File: src/sv/art_pkg.sv
// shared types and codes for the address region table
`default_nettype none
package art_pkg;

    localparam int ADDR_W  = 64;
    localparam int FLAGS_W = 8;
    localparam int SLOT_W  = 4;
    localparam int STAT_W  = 2;

    localparam logic REQ_INSERT = 1'b0;
    localparam logic REQ_LOOKUP = 1'b1;

    localparam logic [STAT_W-1:0] STATUS_OK   = 2'd0;
    localparam logic [STAT_W-1:0] STATUS_MISS = 2'd1;
    localparam logic [STAT_W-1:0] STATUS_FULL = 2'd2;

    typedef enum logic {
        ST_IDLE,
        ST_SCAN
    } art_state_t;

    typedef enum logic [1:0] {
        OUT_INSERT,
        OUT_HIT,
        OUT_MISS,
        OUT_FULL
    } art_out_sel_t;

    typedef struct packed {
        logic [ADDR_W-1:0]  start_addr;
        logic [ADDR_W-1:0]  end_addr;
        logic [FLAGS_W-1:0] flags;
        logic [ADDR_W-1:0]  file_offset;
        logic [ADDR_W-1:0]  file_bytes;
    } art_region_t;

    typedef struct packed {
        logic         rd_en;
        logic         wr_en;
        logic         cap_req;
        logic         out_load;
        art_out_sel_t out_sel;
    } art_cmd_t;

    typedef struct packed {
        logic match;
    } art_stat_t;

endpackage
`default_nettype wire

File: src/sv/art_dp.sv
// region store, address compare and result registers
`default_nettype none
module art_dp #(
    parameter int MAX_REGIONS = 16
) (
    input  wire logic                              clk,
    input  wire logic                              rst_n,
    input  wire art_pkg::art_cmd_t                 cmd,
    input  wire logic [$clog2(MAX_REGIONS)-1:0]    rd_addr,
    input  wire logic [$clog2(MAX_REGIONS)-1:0]    wr_addr,
    input  wire logic [$clog2(MAX_REGIONS)-1:0]    out_slot,
    output art_pkg::art_stat_t                     stat,
    input  wire logic [art_pkg::ADDR_W-1:0]        address,
    input  wire logic [art_pkg::ADDR_W-1:0]        region_length,
    input  wire logic [art_pkg::FLAGS_W-1:0]       region_flags,
    input  wire logic [art_pkg::ADDR_W-1:0]        file_offset,
    input  wire logic [art_pkg::ADDR_W-1:0]        file_bytes,
    output logic [art_pkg::STAT_W-1:0]             status,
    output logic [art_pkg::SLOT_W-1:0]             slot,
    output logic [art_pkg::ADDR_W-1:0]             match_start,
    output logic [art_pkg::ADDR_W-1:0]             match_end,
    output logic [art_pkg::FLAGS_W-1:0]            match_flags,
    output logic [art_pkg::ADDR_W-1:0]             match_file_offset,
    output logic [art_pkg::ADDR_W-1:0]             match_file_bytes
);
    import art_pkg::*;

    art_region_t               mem [MAX_REGIONS];
    art_region_t               rd_data_reg;
    art_region_t               wr_data;
    logic [ADDR_W-1:0]         addr_reg;
    logic [STAT_W-1:0]         status_reg;
    logic [STAT_W-1:0]         status_next;
    logic [SLOT_W-1:0]         slot_reg;
    logic [SLOT_W-1:0]         slot_next;
    art_region_t               out_reg;
    art_region_t               out_next;

    assign wr_data.start_addr  = address;
    assign wr_data.end_addr    = address + region_length;
    assign wr_data.flags       = region_flags;
    assign wr_data.file_offset = file_offset;
    assign wr_data.file_bytes  = file_bytes;

    // single write port, registered read port
    always_ff @(posedge clk)
    begin
        if (cmd.wr_en)
        begin
            mem[wr_addr] <= wr_data;
        end
        if (cmd.rd_en)
        begin
            rd_data_reg <= mem[rd_addr];
        end
        if (cmd.cap_req)
        begin
            addr_reg <= address;
        end
    end

    assign stat.match = (addr_reg >= rd_data_reg.start_addr) &&
                        (addr_reg < rd_data_reg.end_addr);

    always_comb
    begin
        status_next = STATUS_OK;
        slot_next   = '0;
        out_next    = '0;
        case (cmd.out_sel)
            OUT_INSERT:
            begin
                slot_next = SLOT_W'(out_slot);
                out_next  = wr_data;
            end
            OUT_HIT:
            begin
                slot_next = SLOT_W'(out_slot);
                out_next  = rd_data_reg;
            end
            OUT_MISS:
            begin
                status_next = STATUS_MISS;
            end
            OUT_FULL:
            begin
                status_next = STATUS_FULL;
            end
            default:
            begin
                status_next = STATUS_OK;
            end
        endcase
    end

    always_ff @(posedge clk or negedge rst_n)
    begin
        if (!rst_n)
        begin
            status_reg <= STATUS_OK;
            slot_reg   <= '0;
            out_reg    <= '0;
        end
        else if (cmd.out_load)
        begin
            status_reg <= status_next;
            slot_reg   <= slot_next;
            out_reg    <= out_next;
        end
    end

    assign status            = status_reg;
    assign slot              = slot_reg;
    assign match_start       = out_reg.start_addr;
    assign match_end         = out_reg.end_addr;
    assign match_flags       = out_reg.flags;
    assign match_file_offset = out_reg.file_offset;
    assign match_file_bytes  = out_reg.file_bytes;

endmodule
`default_nettype wire

File: src/sv/art_ctrl.sv
// controller: fill count, scan sequencing and result strobe
`default_nettype none
module art_ctrl #(
    parameter int MAX_REGIONS = 16
) (
    input  wire logic                              clk,
    input  wire logic                              rst_n,
    input  wire logic                              start,
    input  wire logic                              req_type,
    output logic                                   busy,
    output logic                                   done,
    output art_pkg::art_cmd_t                      cmd,
    output logic [$clog2(MAX_REGIONS)-1:0]         rd_addr,
    output logic [$clog2(MAX_REGIONS)-1:0]         wr_addr,
    output logic [$clog2(MAX_REGIONS)-1:0]         out_slot,
    input  wire art_pkg::art_stat_t                stat
);
    import art_pkg::*;

    localparam int IDX_W = $clog2(MAX_REGIONS);
    localparam int CNT_W = $clog2(MAX_REGIONS + 1);

    art_state_t         state_reg;
    art_state_t         state_next;
    logic [CNT_W-1:0]   count_reg;
    logic [CNT_W-1:0]   count_next;
    logic [CNT_W-1:0]   idx_reg;
    logic [CNT_W-1:0]   idx_next;
    logic               cmp_vld_reg;
    logic               cmp_vld_next;
    logic [IDX_W-1:0]   cmp_idx_reg;
    logic [IDX_W-1:0]   cmp_idx_next;
    logic               done_reg;
    logic               done_next;
    logic               accept;
    logic               full;
    logic               scan_hit;
    logic               scan_miss;

    assign busy      = (state_reg != ST_IDLE);
    assign accept    = start && !busy;
    assign full      = (count_reg == CNT_W'(MAX_REGIONS));
    assign scan_hit  = (state_reg == ST_SCAN) && cmp_vld_reg && stat.match;
    assign scan_miss = (state_reg == ST_SCAN) && !cmp_vld_reg && (idx_reg >= count_reg);

    always_comb
    begin
        state_next = state_reg;
        case (state_reg)
            ST_IDLE:
            begin
                if (accept && (req_type == REQ_LOOKUP))
                begin
                    state_next = ST_SCAN;
                end
            end
            ST_SCAN:
            begin
                if (scan_hit || scan_miss)
                begin
                    state_next = ST_IDLE;
                end
            end
            default:
            begin
                state_next = ST_IDLE;
            end
        endcase
    end

    always_comb
    begin
        cmd.rd_en    = 1'b0;
        cmd.wr_en    = 1'b0;
        cmd.cap_req  = 1'b0;
        cmd.out_load = 1'b0;
        cmd.out_sel  = OUT_MISS;
        out_slot     = cmp_idx_reg;
        case (state_reg)
            ST_IDLE:
            begin
                out_slot = count_reg[IDX_W-1:0];
                if (accept && (req_type == REQ_INSERT))
                begin
                    cmd.out_load = 1'b1;
                    cmd.wr_en    = !full;
                    cmd.out_sel  = full ? OUT_FULL : OUT_INSERT;
                end
                else if (accept)
                begin
                    cmd.cap_req = 1'b1;
                end
            end
            ST_SCAN:
            begin
                cmd.rd_en = (idx_reg < count_reg);
                if (scan_hit)
                begin
                    cmd.out_load = 1'b1;
                    cmd.out_sel  = OUT_HIT;
                end
                else if (scan_miss)
                begin
                    cmd.out_load = 1'b1;
                    cmd.out_sel  = OUT_MISS;
                end
            end
            default:
            begin
                cmd.rd_en = 1'b0;
            end
        endcase
    end

    assign rd_addr = idx_reg[IDX_W-1:0];
    assign wr_addr = count_reg[IDX_W-1:0];

    always_comb
    begin
        count_next   = cmd.wr_en ? count_reg + CNT_W'(1) : count_reg;
        idx_next     = (state_reg == ST_SCAN && cmd.rd_en) ? idx_reg + CNT_W'(1) :
                       (state_reg == ST_SCAN) ? idx_reg : '0;
        cmp_vld_next = (state_reg == ST_SCAN) && cmd.rd_en && !scan_hit;
        cmp_idx_next = idx_reg[IDX_W-1:0];
        done_next    = cmd.out_load;
    end

    always_ff @(posedge clk or negedge rst_n)
    begin
        if (!rst_n)
        begin
            state_reg   <= ST_IDLE;
            count_reg   <= '0;
            idx_reg     <= '0;
            cmp_vld_reg <= 1'b0;
            cmp_idx_reg <= '0;
            done_reg    <= 1'b0;
        end
        else
        begin
            state_reg   <= state_next;
            count_reg   <= count_next;
            idx_reg     <= idx_next;
            cmp_vld_reg <= cmp_vld_next;
            cmp_idx_reg <= cmp_idx_next;
            done_reg    <= done_next;
        end
    end

    assign done = done_reg;

    a_count_bound: assert property (@(posedge clk) disable iff (!rst_n)
        count_reg <= CNT_W'(MAX_REGIONS))
        else $error("fill count above table size");

    a_cmp_filled: assert property (@(posedge clk) disable iff (!rst_n)
        cmp_vld_reg |-> (CNT_W'(cmp_idx_reg) < count_reg))
        else $error("compare on unfilled slot");

    a_insert_count: assert property (@(posedge clk) disable iff (!rst_n)
        (accept && req_type == REQ_INSERT && !full) |=>
            (count_reg == $past(count_reg) + CNT_W'(1)))
        else $error("insert did not advance fill count");

    a_scan_end: assert property (@(posedge clk) disable iff (!rst_n)
        (state_reg == ST_SCAN && !cmp_vld_reg && idx_reg >= count_reg) |=>
            (done_reg && state_reg == ST_IDLE))
        else $error("exhausted scan did not finish");

endmodule
`default_nettype wire

File: src/sv/address_region_table.sv
// top level of the address region table
`default_nettype none
// Table of up to MAX_REGIONS address regions, filled in slot order. Pulse start
// while busy is low to issue a transaction; its result appears for exactly one
// cycle with done high, and the receiver cannot stall it. An insert raises done
// in the cycle after it is accepted and may be followed at once by another
// transaction; an insert into a full table is dropped with status full. A
// lookup reads one slot per cycle from the single read port of the region
// store, in slot order, and ends on the first hit or when the filled slots are
// exhausted, at once on an empty table. busy is low again in the cycle that
// done is high.
module address_region_table #(
    parameter int MAX_REGIONS = 16
) (
    input  wire logic                          clk,
    input  wire logic                          rst_n,
    input  wire logic                          start,
    output logic                               busy,
    input  wire logic                          req_type,
    input  wire logic [art_pkg::ADDR_W-1:0]    address,
    input  wire logic [art_pkg::ADDR_W-1:0]    region_length,
    input  wire logic [art_pkg::FLAGS_W-1:0]   region_flags,
    input  wire logic [art_pkg::ADDR_W-1:0]    file_offset,
    input  wire logic [art_pkg::ADDR_W-1:0]    file_bytes,
    output logic                               done,
    output logic [art_pkg::STAT_W-1:0]         status,
    output logic [art_pkg::SLOT_W-1:0]         slot,
    output logic [art_pkg::ADDR_W-1:0]         match_start,
    output logic [art_pkg::ADDR_W-1:0]         match_end,
    output logic [art_pkg::FLAGS_W-1:0]        match_flags,
    output logic [art_pkg::ADDR_W-1:0]         match_file_offset,
    output logic [art_pkg::ADDR_W-1:0]         match_file_bytes
);
    import art_pkg::*;

    localparam int IDX_W = $clog2(MAX_REGIONS);

    art_cmd_t           cmd;
    art_stat_t          stat;
    logic [IDX_W-1:0]   rd_addr;
    logic [IDX_W-1:0]   wr_addr;
    logic [IDX_W-1:0]   out_slot;

    art_ctrl #(
        .MAX_REGIONS (MAX_REGIONS)
    ) u_ctrl (
        .clk      (clk),
        .rst_n    (rst_n),
        .start    (start),
        .req_type (req_type),
        .busy     (busy),
        .done     (done),
        .cmd      (cmd),
        .rd_addr  (rd_addr),
        .wr_addr  (wr_addr),
        .out_slot (out_slot),
        .stat     (stat)
    );

    art_dp #(
        .MAX_REGIONS (MAX_REGIONS)
    ) u_dp (
        .clk               (clk),
        .rst_n             (rst_n),
        .cmd               (cmd),
        .rd_addr           (rd_addr),
        .wr_addr           (wr_addr),
        .out_slot          (out_slot),
        .stat              (stat),
        .address           (address),
        .region_length     (region_length),
        .region_flags      (region_flags),
        .file_offset       (file_offset),
        .file_bytes        (file_bytes),
        .status            (status),
        .slot              (slot),
        .match_start       (match_start),
        .match_end         (match_end),
        .match_flags       (match_flags),
        .match_file_offset (match_file_offset),
        .match_file_bytes  (match_file_bytes)
    );

endmodule
`default_nettype wire

File: config.mk
export PLATFORM = sky130hd
export DESIGN_NAME = address_region_table
export DESIGN_NICKNAME = d
export VERILOG_FILES = /design/src/sv/art_pkg.sv /design/src/sv/art_dp.sv /design/src/sv/art_ctrl.sv /design/src/sv/address_region_table.sv
export SDC_FILE = /design/constraint.sdc
export NUM_CORES = 2
export LEC_CHECK = 0
export BUFFER_PORTS_ARGS = -buffer_cell sky130_fd_sc_hd__buf_2
export CAP_MARGIN = 20
export CELL_PAD_IN_SITES_DETAIL_PLACEMENT = 1
export CELL_PAD_IN_SITES_GLOBAL_PLACEMENT = 2
export CORE_MARGIN = 1
export CORE_UTILIZATION = 45
export DETAILED_ROUTE_END_ITERATION = 16
export GPL_TIMING_DRIVEN = 1
export HOLD_SLACK_MARGIN = 0.06
export PLACE_DENSITY_LB_ADDON = 0.12
export SLEW_MARGIN = 20
export SYNTH_ARGS = -nofsm -noshare
export SYNTH_HDL_FRONTEND = slang
export SYNTH_MEMORY_MAX_BITS = 65536
export SYNTH_SLANG_ARGS = --single-unit
File: constraint.sdc
create_clock -name clk -period 8.3 [get_ports clk]
set_input_delay 0.415 -clock clk [delete_from_list [all_inputs] [get_ports clk]]
set_output_delay 0.415 -clock clk [all_outputs]
set_load 0.03 [all_outputs]
# Yosys cells after proc, flatten, opt, wreduce, memory -nomap -nowiden
# Memories as Yosys holds them, arrays and structs flattened. A register that Yosys moved wholly into a read port is not among the register bits.
# Index checks and enable logic that the tools add are counted.
dict set report word_totals {
  out_inout_bits 272
  input_bits 268
  ramBits 4224
  reg_bits 351
  elab_cells 67
  mem_count 1
}
# memory words word_bits rd rd_ports_with_merged_regs write_ports line
set memory_table {}
lappend memory_table {u_dp.mem 16 264 1 1 1 art_dp.sv:28} ;# art_region_t mem [MAX_REGIONS];
dict set report op_classes {
  reduce_logical 17
  n_eq_ne 5
  bitwise 2
  muxes 21
  add_sub_neg 3
  n_lt_le_gt_ge 4
}
# cell n
set ops {}
lappend ops {{$pmux W264 S2} 1}
lappend ops {{$add A64 B64 Y64} 1}
lappend ops {{$ge A64 B64 Y1} 1}
lappend ops {{$lt A64 B64 Y1} 1}
lappend ops {{$add A5 B1 Y5 const B} 2}
lappend ops {{$logic_and A1 B1 Y1} 10}
lappend ops {{$mux W5} 2}
lappend ops {{$mux W3} 3}
lappend ops {{$mux W1} 8}
lappend ops {{$mux W4} 2}
lappend ops {{$pmux W3 S2} 1}
lappend ops {{$eq A5 B5 Y1 const B} 1}
lappend ops {{$ge A5 B5 Y1} 1}
lappend ops {{$lt A5 B5 Y1} 1}
lappend ops {{$eq A2 B2 Y1 const B} 2}
lappend ops {{$logic_not A1 Y1} 4}
lappend ops {{$mux W2} 2}
lappend ops {{$pmux W2 S2} 1}
lappend ops {{$eq A2 B1 Y1 const B} 1}
lappend ops {{$logic_not A2 Y1} 1}
lappend ops {{$ne A2 B2 Y1 const B} 1}
lappend ops {{$not A1 Y1} 2}
lappend ops {{$pmux W1 S2} 1}
lappend ops {{$reduce_or A2 Y1} 1}
lappend ops {{$logic_or A1 B1 Y1} 1}

# Longest topological paths before layout
dict set report depth {
  word_depth 9
  ltp_mapped 18
}

# By module
# A second synthesis with hierarchy kept.
dict set report hier_totals {
  hier_cells 8326
  area_unflattened_um2 188039.1
}
# mod seq_area_each_um2 area_per_inst_um2 cells_per_inst instances
set by_module_without_submodules {}
lappend by_module_without_submodules {art_dp 143447.6 187029.4 8225 1}
lappend by_module_without_submodules {art_ctrl 425.4 1009.7 101 1}

# Worst setup path after synthesis
# OpenSTA, ideal clock, no wires.
dict set report synth_timing {
  path_type {register -> register}
  from {reg u_ctrl.idx_reg[0]}
  to {reg u_ctrl.cmp_vld_reg}
  setup_slack_ns -0.539
  path_buffers 4
  arrival_time_ns 8.733
  path_stages_with_launch 12
  setup_time_ns 0.106
  t_required_ns 8.194
  cell_sequence {dfrtp_1 -> clkbuf_1 -> buf_2 -> buf_2 -> buf_1 -> inv_1 -> ha_1 -> inv_1 -> a21o_1 -> a221oi_2 -> and2_1 -> and2_1}
}
# element line
set synth_lines {}
lappend synth_lines {{start, declared} art_ctrl.sv:27} ;# logic [CNT_W-1:0] idx_reg;
lappend synth_lines {{start signal, assigned} art_ctrl.sv:143} ;# idx_reg <= idx_next;
lappend synth_lines {{end signal, assigned} art_ctrl.sv:144} ;# cmp_vld_reg <= cmp_vld_next;
lappend synth_lines {{end, declared} art_ctrl.sv:29} ;# logic cmp_vld_reg;

# Worst setup path in the final report
dict set report layout_timing {
  from {reg, netlist name u_dp.rd_data_reg[217]}
  to {reg u_dp.out_reg (netlist bit u_dp.match_file_bytes[60])}
}
dict set report layout_via {
  elab_chain_cells 7
  word_cells_on_any_way 8
  classes_between {order compare (1); eq/ne (1); mux (3); reduce/logical (3)}
}
# element line
set layout_rtl {}
lappend layout_rtl {{$ge A64 B64 Y1 (*)} art_dp.sv:62} ;# assign stat.match = (addr_reg >= rd_data_reg.start_addr) &&
lappend layout_rtl {{$logic_and A1 B1 Y1 (*)} art_dp.sv:62}
lappend layout_rtl {{$logic_and A1 B1 Y1 (*)} art_ctrl.sv:43} ;# assign scan_hit = (state_reg == ST_SCAN) && cmp_vld_reg && stat.match;
lappend layout_rtl {{$mux W3 (*)} art_ctrl.sv:97} ;# if (scan_hit)
lappend layout_rtl {{$pmux W3 S2 (*)} art_ctrl.sv:79} ;# case (state_reg)
lappend layout_rtl {{$eq A2 B1 Y1 or $logic_not A2 Y1 (tied branches)} art_dp.sv:70} ;# case (cmd.out_sel)
lappend layout_rtl {{$pmux W264 S2} art_dp.sv:70}
lappend layout_rtl {{end signal, assigned} art_dp.sv:108} ;# out_reg <= out_next;
lappend layout_rtl {{end, declared} art_dp.sv:36} ;# art_region_t out_reg;
# Every way passes the cells marked *; elsewhere a longest branch is shown, timed or not.
# A chain may end at the register's enable or synchronous reset.

==> results.md <==
Placed design:
- The count of buffers added on input and output ports is 539.
- After detailed placement, the design holds a cell count of 14240.
- The setup slack after placement is 2.10 ns.
- The last weighted congestion value of the routability-driven placer is 0.824.
- The HPWL after detailed placement is 281 mm.
- The total placed instance area is 198000 sq um.

Run status:
- The run finished with clean final reports.

GRT:
- In the global route stage, overall resource usage came out at 25.3%.
- The largest net degree at the start of global routing is 197.
- The global route total overflow is 0.
- The number of global-route vias before repair is 99307.
- The first global-routing pass estimated 755 mm of wire.
- The initial antenna violation count is 52.

Run:
- The count of max-cap constraint violations is 0.

Final layout:
- The filler cells instantiated in the layout total 36026.
- At the end of the flow, the number of nets in the layout was 9974.
- Of the cells placed in the final design, the portion with a size suffix greater than 1 is 28.8%.
- The cell area after layout is 217000 sq um.
- The non-filler instance count after layout is 15427.
- Compared with the post-synthesis result, the final layout area differs by 15.8%.
- Measured on the finished design, the core utilization comes to 52.4%.
- The number of flip-flops under the largest register name is 4224.

Logic synthesis:
- The number of register bits inferred by synthesis is 4839.
- The most instantiated flip-flop cell in the synthesis netlist is sky130_fd_sc_hd__edfxtp_1.
- The fraction of synthesis flops using an asynchronous set or reset pin is 5.93%.
- The count of unique library cells instantiated by Yosys is 77.
- Sequential cells were found to cover 76.7% of the synthesized design area.
- The number of warnings printed during yosys synthesis is 0.
- The mean area per synthesized cell is 22.1 sq um.
- Synthesis handed over a netlist of 8494 instances.
- After synthesis the cells add up to 188000 sq um.
- Counting flops with a built-in enable in the synthesized netlist gives 4552.
- The post-synthesis net count is 8963.

Timing:
- The time the worst path needs with I/O delays and setup is 6.45 ns.
- The minimum hold slack is 0.125 ns.
- For the final routed database, the setup TNS stands at 0 ns.
- Static timing analysis puts the maximum clock frequency at 0.155 GHz.
- The worst slew margin relative to its limit is 19.5%.
- The final count of hold timing violations is 0.
- Setup repair after global routing left no endpoint under its margin.
- The final clock period utilization by the worst path is 77.7%.
- The slew at the pin closest to its max-slew limit is 1.20 ns.
- Once routing completed, OpenROAD measured the worst setup slack at 1.85 ns.
- The clock arrives with 0.0350 ns of skew.
- Setup violations remaining at the end of the flow were counted as 0.
- The final max-slew violation count came to 0.

Floorplan:
- The height of the die is 648 um.
- The die outline area is 419000 sq um.
- After floorplanning, the core was divided into 236 placement rows.
- The number of top-level pins is 540.
- The total core area is 414000 sq um.
- In this run the horizontal extent of the chip is 648 um.
- Once the floorplan was initialized, standard cells occupied 45.3% of the core.

Pwr:
- Net switching is 29.8% of the power.
- Per report_power, the sequential group accounts for 42.7% of the total.
- The reported net switching power is 21.5 mW.
- The leakage power total is 70.6 nW.
- Of the total power, the clock network draws 32.4%.
- Cell internal power was estimated by the tool at 50.5 mW.
- The maximum vdd ir drop is 0.000302 V.
- Combinational logic burns 24.9% of the power.
- Overall power consumption after layout is estimated at 71.9 mW.
- Dividing total power by cell area gives a power density of 331 nW/um^2.

Drt:
- The initial detailed-routing violation count is 9171.
- The aggregate routed wire length is 533 mm.
- Once detail routing completed, the nets flagged for antenna violations numbered 0.
- In the final routed layout, each cell accounts on average for 34.6 um.
- Dividing the detail-routed via count by the number of cells gives 6.09.
- The routed layout has 93932 vias.
- For this run, design rule violations remaining after detail routing come to 0.
- The iteration count of the initial detailed-routing pass is 5.

Clock tree:
- The clock transition time at the flip-flop clock pins of the worst setup and hold paths is 0.06 ns.
- The clock latency on the worst-skew pair is 1.03 ns.
- Post-CTS repair changed the size of 0 cells.
- The total CTS buffers is 527.
- The clock net in this run drives a total of 4839 sinks.
- The clock tree root driver cell is sky130_fd_sc_hd__clkbuf_16.
- TritonCTS built the clock tree.
- No sink is reached through more buffers than the 4 on the longest clock path.
- The number of setup buffers added after CTS is 0.
- The maximum level of the CTS H-tree is 6.

Setup path:
- On the worst path, the slowest cell contributes a delay of 1.06 ns.
- The most repeated library cell on the critical path is sky130_fd_sc_hd__a21oi_1.
- The cell with the largest stage delay on the worst path is sky130_fd_sc_hd__nor4_1.
- The required time of the critical path is 9.23 ns.
- Of all nets on the critical path, the largest fanout is 196.
- The worst setup path is launched from a register.
- The critical path is of the register to register type.
- The critical path goes through inv_1 > ha_1 > nand4_1 > nor4_1 > nor4b_1 > a21oi_1 > o31a_1 > or2_4 > and2_4 > inv_16 > buf_12 > nor2_1 > a21oi_1.
- The kind of cell with the highest combined delay along the critical path is simple AND/OR/NAND/NOR gates.
- The buffers plus inverters on the worst setup path is 3.
- The data arrival at the endpoint of the critical path is 7.38 ns.
- The kind of capture point of the worst setup path is a register.
- In this run the register-to-register setup slack is 1.85 ns.

Min path:
- The min-delay analysis places its worst path in the category input port to asynchronous set/reset pin.
==> timing repair <==
| item | CTS | global route |
|---|---|---|
| hold buffers | 207 | 0 |
| hold endpoints to repair | 3531 | 0 |
| endpoints found under the setup margin | 0 | 0 |
==> cell families after synthesis <==
| logic type | synth area share (%) |
|---|---|
| compound gates | 2.87 |
| mux | 15.9 |
| xor+xnor | 0.332 |
| fa+ha+maj | 1.35 |
| buf+inv | 1.26 |
| flops | 76.7 |
| simple gates | 1.58 |
==> Yosys cell counts, types with 7 or more instances <==
master | n | share of area (%)
sky130_fd_sc_hd__dfrtp_1 | 287 | 3.8
sky130_fd_sc_hd__a221o_1 | 47 | 0.25
sky130_fd_sc_hd__mux4_2 | 1320 | 16
sky130_fd_sc_hd__xor2_1 | 22 | 0.10
sky130_fd_sc_hd__a211oi_1 | 9 | 0.036
sky130_fd_sc_hd__a21o_1 | 47 | 0.19
sky130_fd_sc_hd__nor3_1 | 19 | 0.051
sky130_fd_sc_hd__nor2b_1 | 11 | 0.037
sky130_fd_sc_hd__or3_1 | 7 | 0.023
sky130_fd_sc_hd__a22oi_1 | 203 | 0.81
sky130_fd_sc_hd__a221oi_1 | 9 | 0.042
sky130_fd_sc_hd__inv_1 | 158 | 0.32
sky130_fd_sc_hd__o21ai_0 | 68 | 0.18
sky130_fd_sc_hd__edfxtp_1 | 4552 | 73
sky130_fd_sc_hd__o21a_1 | 8 | 0.032
sky130_fd_sc_hd__buf_4 | 15 | 0.060
sky130_fd_sc_hd__o211ai_1 | 26 | 0.10
sky130_fd_sc_hd__ha_1 | 200 | 1.3
sky130_fd_sc_hd__a31oi_1 | 20 | 0.067
sky130_fd_sc_hd__clkbuf_1 | 303 | 0.61
sky130_fd_sc_hd__nand2b_1 | 11 | 0.037
sky130_fd_sc_hd__and2_1 | 15 | 0.050
sky130_fd_sc_hd__nor2_1 | 271 | 0.54
sky130_fd_sc_hd__buf_1 | 95 | 0.19
sky130_fd_sc_hd__a21oi_1 | 321 | 0.86
sky130_fd_sc_hd__and3_1 | 65 | 0.22
sky130_fd_sc_hd__buf_2 | 31 | 0.083
sky130_fd_sc_hd__xnor2_1 | 49 | 0.23
sky130_fd_sc_hd__nand3_1 | 35 | 0.093
sky130_fd_sc_hd__o21bai_1 | 11 | 0.044
sky130_fd_sc_hd__nand4_1 | 45 | 0.15
sky130_fd_sc_hd__nor4_1 | 14 | 0.047
sky130_fd_sc_hd__nand2_1 | 115 | 0.23
==> final timing paths <==
kind,from,endpoint,depth (start not counted)
max in group asynchronous,rst_n,u_ctrl.idx_reg[3],3
min in group clk,region_length[56],u_dp.match_end[57],6
max,u_dp.rd_data_reg[217],u_dp.match_file_bytes[60],13
min,rst_n,u_dp.match_file_bytes[51],3
min reg2reg,u_ctrl.cmp_idx_reg[1],u_dp.slot[1],2
max reg2reg,u_dp.rd_data_reg[217],u_dp.match_file_bytes[60],13
==> layer usage <==
| layer | vias up | global-route usage, % | share of wire [%] | wire length (um) |
|---|---|---|---|---|
| met1 | 52227 | 35.8 | 43 | 227000 |
| met2 | 3054 | 42.2 | 50 | 265000 |
| li1 | 37921 | - | - | - |
| met3 | 696 | 3.66 | 5.6 | 29900 |
| met4 | 34 | 5.36 | 2.1 | 11300 |
| met5 | - | 0 | 0.041 | 220 |
==> power groups by stage <==
stage                     Sequential (mW)  Clock [mW]  Combinational (mW)
after CTS                            30.8        23.8                18.2
final                                30.7        23.3                17.9
after global placement               31.2           0                17.9
after floorplan                      31.9           0                10.9
after global routing                 30.9        24.6                19.1
after detailed placement             31.2           0                18.1
==> worst register-to-register path, stage by stage (launching register included) <==
cell                       delay [ns]
sky130_fd_sc_hd__edfxtp_1        0.41
sky130_fd_sc_hd__inv_1           0.09
sky130_fd_sc_hd__ha_1            0.31
sky130_fd_sc_hd__nand4_1         0.23
sky130_fd_sc_hd__nor4_1          1.06
sky130_fd_sc_hd__nor4b_1         0.94
sky130_fd_sc_hd__a21oi_1         0.45
sky130_fd_sc_hd__o31a_1          0.50
sky130_fd_sc_hd__or2_4           0.47
sky130_fd_sc_hd__and2_4          0.31
sky130_fd_sc_hd__inv_16          0.43
sky130_fd_sc_hd__buf_12          0.76
sky130_fd_sc_hd__nor2_1          0.23
sky130_fd_sc_hd__a21oi_1         0.15
==> layout by cell type, fill, tap and decap left out, drive strengths merged, types with 10 or more instances in the layout <==
| cell type | Yosys | final |
|---|---|---|
| nor3 | 20 | 20 |
| inv | 158 | 187 |
| a221o | 47 | 47 |
| ha | 200 | 200 |
| nor4 | 14 | 14 |
| clkbuf | 303 | 712 |
| a21oi | 322 | 322 |
| o211ai | 26 | 26 |
| clkinvlp | 0 | 14 |
| nand3 | 35 | 35 |
| nand2b | 11 | 11 |
| xnor2 | 49 | 49 |
| buf | 142 | 721 |
| mux4 | 1320 | 1320 |
| diode | 0 | 14 |
| nor2b | 11 | 11 |
| a22oi | 203 | 203 |
| a21o | 47 | 47 |
| dlygate4sd3 | 0 | 206 |
| nand2 | 115 | 115 |
| o21ai | 71 | 71 |
| a221oi | 10 | 10 |
| bufinv | 0 | 39 |
| nor2 | 271 | 271 |
| and2 | 16 | 16 |
| o21bai | 11 | 11 |
| xor2 | 22 | 22 |
| nand4 | 45 | 45 |
| edfxtp | 4552 | 4552 |
| a31oi | 22 | 22 |
| clkinv | 1 | 170 |
| and3 | 65 | 65 |
| dfrtp | 287 | 287 |
==> layout make-up <==
cell class | instances | area (sq um) | area share (%)
Multi-Input combinational cell | 3051 | 41700 | 19.2
Antenna cell | 14 | 35.0 | 0.0161
Timing Repair Buffer | 927 | 6920 | 3.19
Clock inverter | 251 | 2470 | 1.14
Sequential cell | 4839 | 144000 | 66.3
Tap cell | 5474 | 6850 | 3.15
Inverter | 159 | 613 | 0.282
Clock buffer | 712 | 14600 | 6.74
Note: power is estimated with default switching activity, not from simulation.
